**src/hdl/scfr_pkg.sv**
```systemverilog
// Package for the sum-checked frame receiver: frame bytes, parser phase
// type and the parser result struct. No dependencies.
`timescale 1ns / 1ps
`default_nettype none

package scfr_pkg;

    localparam logic [7:0] HEADER_BYTE  = 8'hA5;
    localparam logic [7:0] TRAILER_BYTE = 8'h5A;

    typedef enum logic [1:0] {
        PH_HUNT    = 2'd0,
        PH_PAYLOAD = 2'd1,
        PH_CHECK   = 2'd2,
        PH_TRAIL   = 2'd3
    } t_phase;

    typedef struct packed {
        logic               emit;
        logic signed [15:0] channel_zero;
        logic signed [15:0] channel_one;
    } t_parse_res;

endpackage

`default_nettype wire

```
**src/hdl/scfr_parser.sv**
```systemverilog
// Frame parser: phase state machine, payload counter, running sum and
// the first four payload bytes. Depends on scfr_pkg.
`timescale 1ns / 1ps
`default_nettype none

module scfr_parser
    import scfr_pkg::*;
#(
    parameter int PAYLOAD_LEN = 4
) (
    input  wire logic       i_clk,
    input  wire logic       i_rst_n,
    input  wire logic       i_step,
    input  wire logic [7:0] i_byte,
    output t_parse_res      o_res
);

    localparam int CNT_W = $clog2(PAYLOAD_LEN + 1);
    localparam logic [CNT_W-1:0] LAST_CNT = CNT_W'(PAYLOAD_LEN);
    localparam logic [CNT_W-1:0] HEAD_CNT = CNT_W'(4);

    t_phase           r_phase, n_phase;
    logic [CNT_W-1:0] r_count, n_count;
    logic [7:0]       r_sum,   n_sum;
    logic [7:0]       r_head [4];
    logic             head_wr;
    logic [CNT_W-1:0] count_inc;

    assign count_inc = r_count + CNT_W'(1);

    always_ff @(posedge i_clk) begin
        if (!i_rst_n) begin
            r_phase <= PH_HUNT;
            r_count <= '0;
            r_sum   <= '0;
        end else if (i_step) begin
            r_phase <= n_phase;
            r_count <= n_count;
            r_sum   <= n_sum;
        end
    end

    // Head bytes carry no reset: every entry is written before a trailer is seen.
    always_ff @(posedge i_clk) begin
        if (i_step && head_wr) begin
            r_head[r_count[1:0]] <= i_byte;
        end
    end

    always_comb begin
        n_phase = r_phase;
        n_count = r_count;
        n_sum   = r_sum;
        head_wr = 1'b0;
        o_res.emit         = 1'b0;
        o_res.channel_zero = {r_head[1], r_head[0]};
        o_res.channel_one  = {r_head[3], r_head[2]};
        case (r_phase)
            PH_HUNT: begin
                if (i_byte == HEADER_BYTE) begin
                    n_phase = PH_PAYLOAD;
                    n_count = '0;
                    n_sum   = '0;
                end
            end
            PH_PAYLOAD: begin
                head_wr = (r_count < HEAD_CNT);
                n_sum   = r_sum + i_byte;
                n_count = count_inc;
                if (count_inc >= LAST_CNT) begin
                    n_phase = PH_CHECK;
                end
            end
            PH_CHECK: begin
                n_phase = (i_byte == r_sum) ? PH_TRAIL : PH_HUNT;
            end
            PH_TRAIL: begin
                o_res.emit = (i_byte == TRAILER_BYTE);
                n_phase    = PH_HUNT;
            end
            default: begin
                n_phase = PH_HUNT;
            end
        endcase
    end

endmodule

`default_nettype wire

```
**src/hdl/sum_checked_frame_receiver_core.sv**
```systemverilog
// A byte taken from the link is held in the input register and then steps the parser; a result
// is loaded into the output register when the trailer byte advances. Throughput: one byte per
// cycle while the link is not stalled, as the parser state (phase, count, running sum) updates
// on every advancing byte; the link stalls only while a closing trailer waits behind a stalled
// frame. Reset is synchronous and active low; it clears the parser state and both valid flags.
// Stored payload bytes are not reset. Depends on scfr_pkg and scfr_parser.
`timescale 1ns / 1ps
`default_nettype none

module sum_checked_frame_receiver_core
    import scfr_pkg::*;
#(
    parameter int PAYLOAD_LEN = 4
) (
    input  wire logic               i_clk,
    input  wire logic               i_rst_n,
    // received byte channel
    input  wire logic               i_rx_valid,
    output logic                    o_rx_stall,
    input  wire logic [7:0]         i_rx_byte,
    // decoded frame channel
    output logic                    o_res_valid,
    input  wire logic               i_res_stall,
    output logic signed [15:0]      o_channel_zero,
    output logic signed [15:0]      o_channel_one
);

    // Input register: holds one byte between the link and the parser.
    logic       r_in_valid;
    logic [7:0] r_in_byte;

    // Output register: holds a decoded frame until the sink takes it.
    logic               r_out_valid;
    logic signed [15:0] r_out_ch0;
    logic signed [15:0] r_out_ch1;

    t_parse_res parse_res;
    logic       out_free;
    logic       advance;
    logic       rx_take;

    // The output register is free when empty or being read in this cycle.
    assign out_free = !r_out_valid || !i_res_stall;

    // Advance the held byte into the parser; a byte that closes a frame needs
    // room in the output register, any other byte goes straight through.
    assign advance  = r_in_valid && (out_free || !parse_res.emit);

    // Stall the link only while a byte is held and cannot advance.
    assign o_rx_stall = r_in_valid && !advance;
    assign rx_take    = i_rx_valid && !o_rx_stall;

    always_ff @(posedge i_clk) begin
        if (!i_rst_n) begin
            r_in_valid <= 1'b0;
        end else if (rx_take) begin
            r_in_valid <= 1'b1;
        end else if (advance) begin
            r_in_valid <= 1'b0;
        end
    end

    always_ff @(posedge i_clk) begin
        if (rx_take) begin
            r_in_byte <= i_rx_byte;
        end
    end

    scfr_parser #(
        .PAYLOAD_LEN (PAYLOAD_LEN)
    ) u_parser (
        .i_clk   (i_clk),
        .i_rst_n (i_rst_n),
        .i_step  (advance),
        .i_byte  (r_in_byte),
        .o_res   (parse_res)
    );

    // Load a finished frame, otherwise drop the valid once the sink has it.
    always_ff @(posedge i_clk) begin
        if (!i_rst_n) begin
            r_out_valid <= 1'b0;
        end else if (advance && parse_res.emit) begin
            r_out_valid <= 1'b1;
        end else if (!i_res_stall) begin
            r_out_valid <= 1'b0;
        end
    end

    always_ff @(posedge i_clk) begin
        if (advance && parse_res.emit) begin
            r_out_ch0 <= parse_res.channel_zero;
            r_out_ch1 <= parse_res.channel_one;
        end
    end

    assign o_res_valid    = r_out_valid;
    assign o_channel_zero = r_out_ch0;
    assign o_channel_one  = r_out_ch1;

endmodule

`default_nettype wire

```
**config.mk**
```make
export PLATFORM = sky130hd
export DESIGN_NAME = sum_checked_frame_receiver_core
export DESIGN_NICKNAME = d
export VERILOG_FILES = /design/src/hdl/scfr_pkg.sv /design/src/hdl/scfr_parser.sv /design/src/hdl/sum_checked_frame_receiver_core.sv
export SDC_FILE = /design/constraint.sdc
export NUM_CORES = 1
export LEC_CHECK = 0
export ABC_CLOCK_PERIOD_IN_PS = 3590
export BUFFER_PORTS_ARGS = -buffer_cell sky130_fd_sc_hd__buf_2
export CAP_MARGIN = 20
export CORE_UTILIZATION = 38
export CTS_CLUSTER_SIZE = 12
export DETAILED_ROUTE_END_ITERATION = 6
export PLACE_DENSITY_LB_ADDON = 0.15
export SLEW_MARGIN = 30
export SYNTH_ARGS = -nofsm -noshare
export SYNTH_HDL_FRONTEND = slang
export SYNTH_SLANG_ARGS = --single-unit
```
**constraint.sdc**
```tcl
create_clock -name i_clk -period 3.59 [get_ports i_clk]
set_clock_uncertainty 0.2 [all_clocks]
set_input_delay 0.359 -clock i_clk [delete_from_list [all_inputs] [get_ports i_clk]]
set_output_delay 0.359 -clock i_clk [all_outputs]
set_load 0.02 [all_outputs]
```
==> reports/results.tsv, run 1 <==
metric	value	unit
initial drt markers	79	
unrepaired setup endpoints after global routing	false	
HP Class	in -> reg	
DRT antenna net count	0	
worst r2r path cells	5	
area delta synth->final	17.8	%
first-pass GRT wire length	9430	um
minimum clock period	2530	ps
via count	1929	
Hold Path Origin	i_rx_valid	
R2R Setup Slk	1130	ps
Diodes inserted	0	
Fin. Hold Viols	0	
total grt overflow	0	
Worst Tran Pin Value	886	ps
Final setup viols	0	
crit end category	output port	
critical path arrival	1970	ps
most common cell after layout, fill and taps aside	edfxtp_1	
post-CTS setup buffer count	0	
most frequent cells in the layout	edfxtp_1 (72), buf_2 (45), nand2_1 (17)	
clock latency on the worst-skew pair	340	ps
setup TNS	0	ps
critical path fanouts, max	13	
area leader, netlist	edfxtp_1	
RePlAce Congestion	0.814	
combinational fraction of design power	2.8	%
Async SR Flop Fraction	0	%
Layout Utilization	47.1	%
#FFs+latches synth	87	
switching pwr	0.000388	W
nature of the critical path startpoint	register	
Slowest-stage cell, CP	edfxtp_1	
synth warn	0	
Fmax	396	MHz
Switching Share	22.0	%
die area	0.00916	sq mm
number of global-route vias before repair	1847	
Synth Net Count	244	
worst vdd ir	217	uV
share of power burned in registers	63.5	%
WL final	5950	um
Critical path origin	r_in_byte[7]	
total I/O pin count	46	
HPWL Detailed	4000	um
CTS root buffer	clkbuf_8	
largest net degree at the start of global routing	34	
outcome	finished clean	
Avg Synthesized Cell Area	15.2	sq um
leak pwr	1.40	nW
share of layout cells above drive strength 1	22.7	%
Clock transition at path regs	80	ps
DR DRC count	0	
Global Route Usage Sum	14.4	%
buffers added on ports	45	
FF-to-FF Start	r_in_byte[7]	
area of the multi-input gates	818	sq um
PD cells	448	mW/mm^2
fill count	753	
CTS tree	built	
ys flop type	edfxtp_1	
H-Tree Depth	3	
WL/cell	15.2	um
Core Footprint	0.00834	sq mm
Die W	95.7	um
clock share of power	33.8	%
FF/Latch Area	0.00246	sq mm
Int Power	0.00137	W
synth unique cells	43	
r2r endpoint	u_parser.r_head[3][1]	
clk sink count	87	
max incr delay on CP	610	ps
clk buf depth	2	
# rows	33	
Tcrit/Tclk final	70.3	%
cells after synthesis	220	
max-slew violation count	0	
Slew headroom	40.8	%
Max Cap Viol	0	
via/cell ratio	4.93	
worst hold path depth	3	
TritonCTS Buffers	9	
critical-path cell list	nand4bb_4 > nor3_1 > and4_1 > buf_2	
antenna violations before repair	0	
sequential-to-total area share from yosys stat	73.8	%
1st-pass router iterations	5	
WHS Endpoint	r_in_valid	
Mapped Area	0.00334	sq mm
share of the synthesized area in the top cell type	64.8	%
Post-synth EDFFs	72	
Worst EP required	3030	ps
Crit Path Class	reg -> out	
final hold slack	36.5	ps
Initial Util	40.0	%
synth top area cells	edfxtp_1 (65%), dfxtp_1 (9.0%), ha_1 (4.1%)	
Final nets	306	
Die Y	95.7	um
area by class of cell:
type                            instances  area share, %
Clock buffer                            9           3.15
Sequential cell                        87           62.6
Inverter                                8          0.764
Clock inverter                          6           1.15
Tap cell                              105           3.34
Timing Repair Buffer                   55           8.15
Multi-Input combinational cell        121           20.8
routing by layer:
metal,global-route usage (%),vias to the layer above,wire (um)
met5,0,-,0
met4,4.48,0,85
met3,4.74,8,363
met2,23.6,65,2780
met1,18.2,906,2720
li1,-,950,-
worst max-delay path, delay by kind of cell (launching register included):
family	cells	cell delay, ps
buf+inv	1	180
flops	1	610
simple gates	3	830
through the flow:
stage	worst slack (ps)	total power (W)	area [sq um]	std cells
3_5_place_dp	1130	0.00118	3680	368
4_1_cts	1020	0.00179	3930	391
6_report	1060	0.00176	3930	391
5_1_grt	958	0.00183	3930	391
3_3_place_gp	1160	0.00118	3680	368
2_1_floorplan	1190	0.00116	3340	220
cells by family after synthesis:
group / share of synthesized area [%]
AOI/OAI and AO/OA: 6.11
adders and majority gates: 4.72
buffers and inverters: 1.72
xor gates and xnor gates: 1.31
DFF: 73.8
and+or+nand+nor: 11.7
muxes: 0.637
timing repair:
action	CTS	global route
endpoints found under the hold margin	8	0
hold buffers	8	0
setup endpoints to repair	0	0
resized for setup	0	0
cell usage after synthesis, drive strengths merged (2+ instances only):
cell      n
edfxtp   72
nand2    17
a21oi    16
dfxtp    15
nor2     14
ha       11
nand3    10
inv       8
nor3      7
o21ai     5
and2      3
buf       3
nand2b    3
nand4b    3
xor2      3
nand4     2
nor2b     2
nor4b     2
o2111ai   2
xnor2     2
registers in the layout, summed over array words and instances (netlist names), 2 cells and up:
signal,count
u_parser.r_head,32
o_channel_one,16
o_channel_zero,16
r_in_byte,8
u_parser.r_sum,8
u_parser.r_count,3
u_parser.r_phase,2
power by group through the flow:
stage	Clock (W)	Combinational [W]	Sequential, W
floorplan	0	0.0000329	0.00113
global placement	0	0.0000423	0.00114
detailed placement	0	0.0000424	0.00114
CTS	0.000620	0.0000490	0.00112
global route	0.000656	0.0000545	0.00112
finish	0.000595	0.0000487	0.00112
worst max path at each step:
stage	to	slack [ps]	cells past startpoint
2_1_floorplan	o_channel_one[0]	1190	4
3_3_place_gp	u_parser.r_head[2][6]	1160	4
3_5_place_dp	u_parser.r_head[2][6]	1130	4
4_1_cts	o_rx_stall	1020	4
5_1_grt	o_rx_stall	960	4
6_report	o_rx_stall	1060	4
(Power assumes the default switching activity.)
==> inputs of run 2 (changes only) <==
--- a/config.mk
+++ b/config.mk
@@ -5,7 +5,7 @@
 export SDC_FILE = /design/constraint.sdc
 export NUM_CORES = 1
 export LEC_CHECK = 0
-export ABC_CLOCK_PERIOD_IN_PS = 3590
+export ABC_CLOCK_PERIOD_IN_PS = 2050
 export BUFFER_PORTS_ARGS = -buffer_cell sky130_fd_sc_hd__buf_2
 export CAP_MARGIN = 20
 export CORE_UTILIZATION = 38
==> constraint.sdc (replaced) <==
create_clock -name i_clk -period 2.05 [get_ports i_clk]
set_clock_uncertainty 0.2 [all_clocks]
set_input_delay 0.205 -clock i_clk [delete_from_list [all_inputs] [get_ports i_clk]]
set_output_delay 0.205 -clock i_clk [all_outputs]
set_load 0.02 [all_outputs]
==> run 2 against run 1 <==
Against the previous run:
- register-to-register slack worse by 1200 ps
- critical endpoint unchanged
- largest cell class unchanged
- design area increased by 16%
- largest power group unchanged
- combinational power rose to 4.1 times the previous value
- the flow now finishes with violations (negative setup slack)
==> reports/results.tsv, run 2 (synthesis results as in run 1) <==
metric	value	unit	change
total I/O pin count	46		unchanged
Global Route Usage Sum	16.5	%	was 14.4%
WL/cell	15.6	um	was 15.2 um
PD cells	767	mW/mm^2	was 448 mW/mm^2
share of layout cells above drive strength 1	42.1	%	was 22.7%
post-route cell area	0.00455	sq mm	was 0.00393 sq mm
1st-pass router iterations	4		was 5
setup slack after layout	-105	ps	was 1060 ps
Fmax	464	MHz	
minimum clock period	2150	ps	
Die W	95.7	um	unchanged
Overall Power	0.00349	W	was 0.00176 W
Fin. Hold Viols	0		unchanged
Diodes inserted	0		unchanged
most frequent cells in the layout	edfxtp_1 (72), buf_4 (48), buf_2 (44)		was edfxtp_1 (72), buf_2 (45), nand2_1 (17)
Die Y	95.7	um	unchanged
failing checks	negative setup slack		
initial drt markers	76		was 79
clock latency on the worst-skew pair	360	ps	was 340 ps
buffers added on ports	45		unchanged
CTS tree	built		unchanged
HP Class	in -> reg		unchanged
DRT antenna net count	0		unchanged
clk buf depth	2		unchanged
unrepaired setup endpoints after global routing	true		was false
Max Cap Viol	0		unchanged
Worst EP required	1640	ps	was 3030 ps
max-slew violation count	0		unchanged
critical path fanouts, max	3		was 13
# rows	33		unchanged
number of global-route vias before repair	2169		was 1847
Clock transition at path regs	100	ps	was 80 ps
total grt overflow	0		unchanged
Final setup viols	5		was 0
Core Footprint	0.00834	sq mm	unchanged
max FFs per register	32		unchanged
RePlAce Congestion	0.835		was 0.814
crit end category	output port		unchanged
Final nets	356		was 306
WL final	6880	um	was 5950 um
antenna violations before repair	0		unchanged
via/cell ratio	4.89		was 4.93
area delta synth->final	36.4	%	was 17.8%
leak pwr	1.69	nW	was 1.40 nW
critical path arrival	1750	ps	was 1970 ps
Initial Util	40.0	%	unchanged
worst vdd ir	401	uV	was 217 uV
nature of the critical path startpoint	register		unchanged
Tcrit/Tclk final	105	%	
most common cell after layout, fill and taps aside	edfxtp_1		unchanged
HPWL Detailed	4790	um	was 4000 um
H-Tree Depth	3		unchanged
largest net degree at the start of global routing	30		was 34
clk sink count	87		unchanged
Worst Tran Pin Value	692	ps	was 886 ps
CTS root buffer	clkbuf_8		unchanged
dpl cell area	0.00399	sq mm	was 0.00368 sq mm
TritonCTS Buffers	9		unchanged
Crit Path Class	reg -> out		unchanged
first-pass GRT wire length	10900	um	was 9430 um
die area	0.00916	sq mm	unchanged
outcome	finished with violations		was finished clean
Slew headroom	53.8	%	was 40.8%
via count	2163		was 1929
DR DRC count	0		unchanged
fill count	709		was 753
-- run 2: cell count changes in the layout (fill, tap and decap cells not counted), moves of 3 or more --
| cell | delta |
|---|---|
| nand3_1 | -5 |
| and2_4 | +3 |
| ha_1 | -3 |
| nand3_2 | +5 |
| a21oi_1 | -7 |
| a21oi_2 | +7 |
| buf_4 | +46 |
| and2_1 | -3 |
-- run 2: through the flow --
stage	util (%)	setup WS, ps	setup TNS (ps)	std cells	hold slack, ps
after CTS	52.9	-109	-379	437	157
after global placement	47.8	-96.0	-2390	404	182
after global routing	54.6	-199	-3700	442	223
final	54.6	-105	-291	442	208
after detailed placement	47.8	-139	-3200	404	184
after floorplan	-	4.16	0	220	104
-- run 2: cell type report --
cell class,count,area [sq um],area share [%]
clock buffers,9,124,2.72
well taps,105,131,2.89
inverters,8,30.0,0.660
repair buffers,105,732,16.1
multi-input cells,121,968,21.3
flip-flops and latches,87,2460,54.1
clock inverters,7,104,2.28
-- run 2: metal layers --
metal	vias up	global-route usage (%)	share of wire, %
met5	-	0	0
met1	1049	20.8	44
met2	49	27.4	51
li1	1052	-	-
met3	13	3.32	3.1
met4	0	7.59	2.4
-- run 2: timing repair --
action	4_1_cts	5_1_grt
gates resized for setup	10	24
pin swaps	4	13
setup endpoints to repair	48	54
hold endpoints to repair	10	0
setup buffers	7	5
gates cloned	0	0
hold buffers	10	0
-- run 2: final timing paths --
check,end,startpoint,slack [ps],cells after the start
setup / recovery,o_rx_stall,r_in_byte[0],-100,5
hold / removal,o_res_valid,i_rst_n,210,3
setup reg to reg,u_parser.r_sum[7],r_in_byte[1],-80,6
hold reg to reg,o_channel_zero[3],u_parser.r_head[0][3],220,0
-- run 2: where the power goes --
| part | switching (W) | internal [W] |
|---|---|---|
| combinational | 0.0000944 | 0.000107 |
| sequential | 0.0000150 | 0.00192 |
| clock | 0.000650 | 0.000706 |
-- run 2: worst max-delay path, cell delays in order, from the launching register on --
cell       delay, ps
edfxtp_1         470
nand4bb_4        260
nor3_2           210
and4_1           230
buf_4            120
buf_6            110
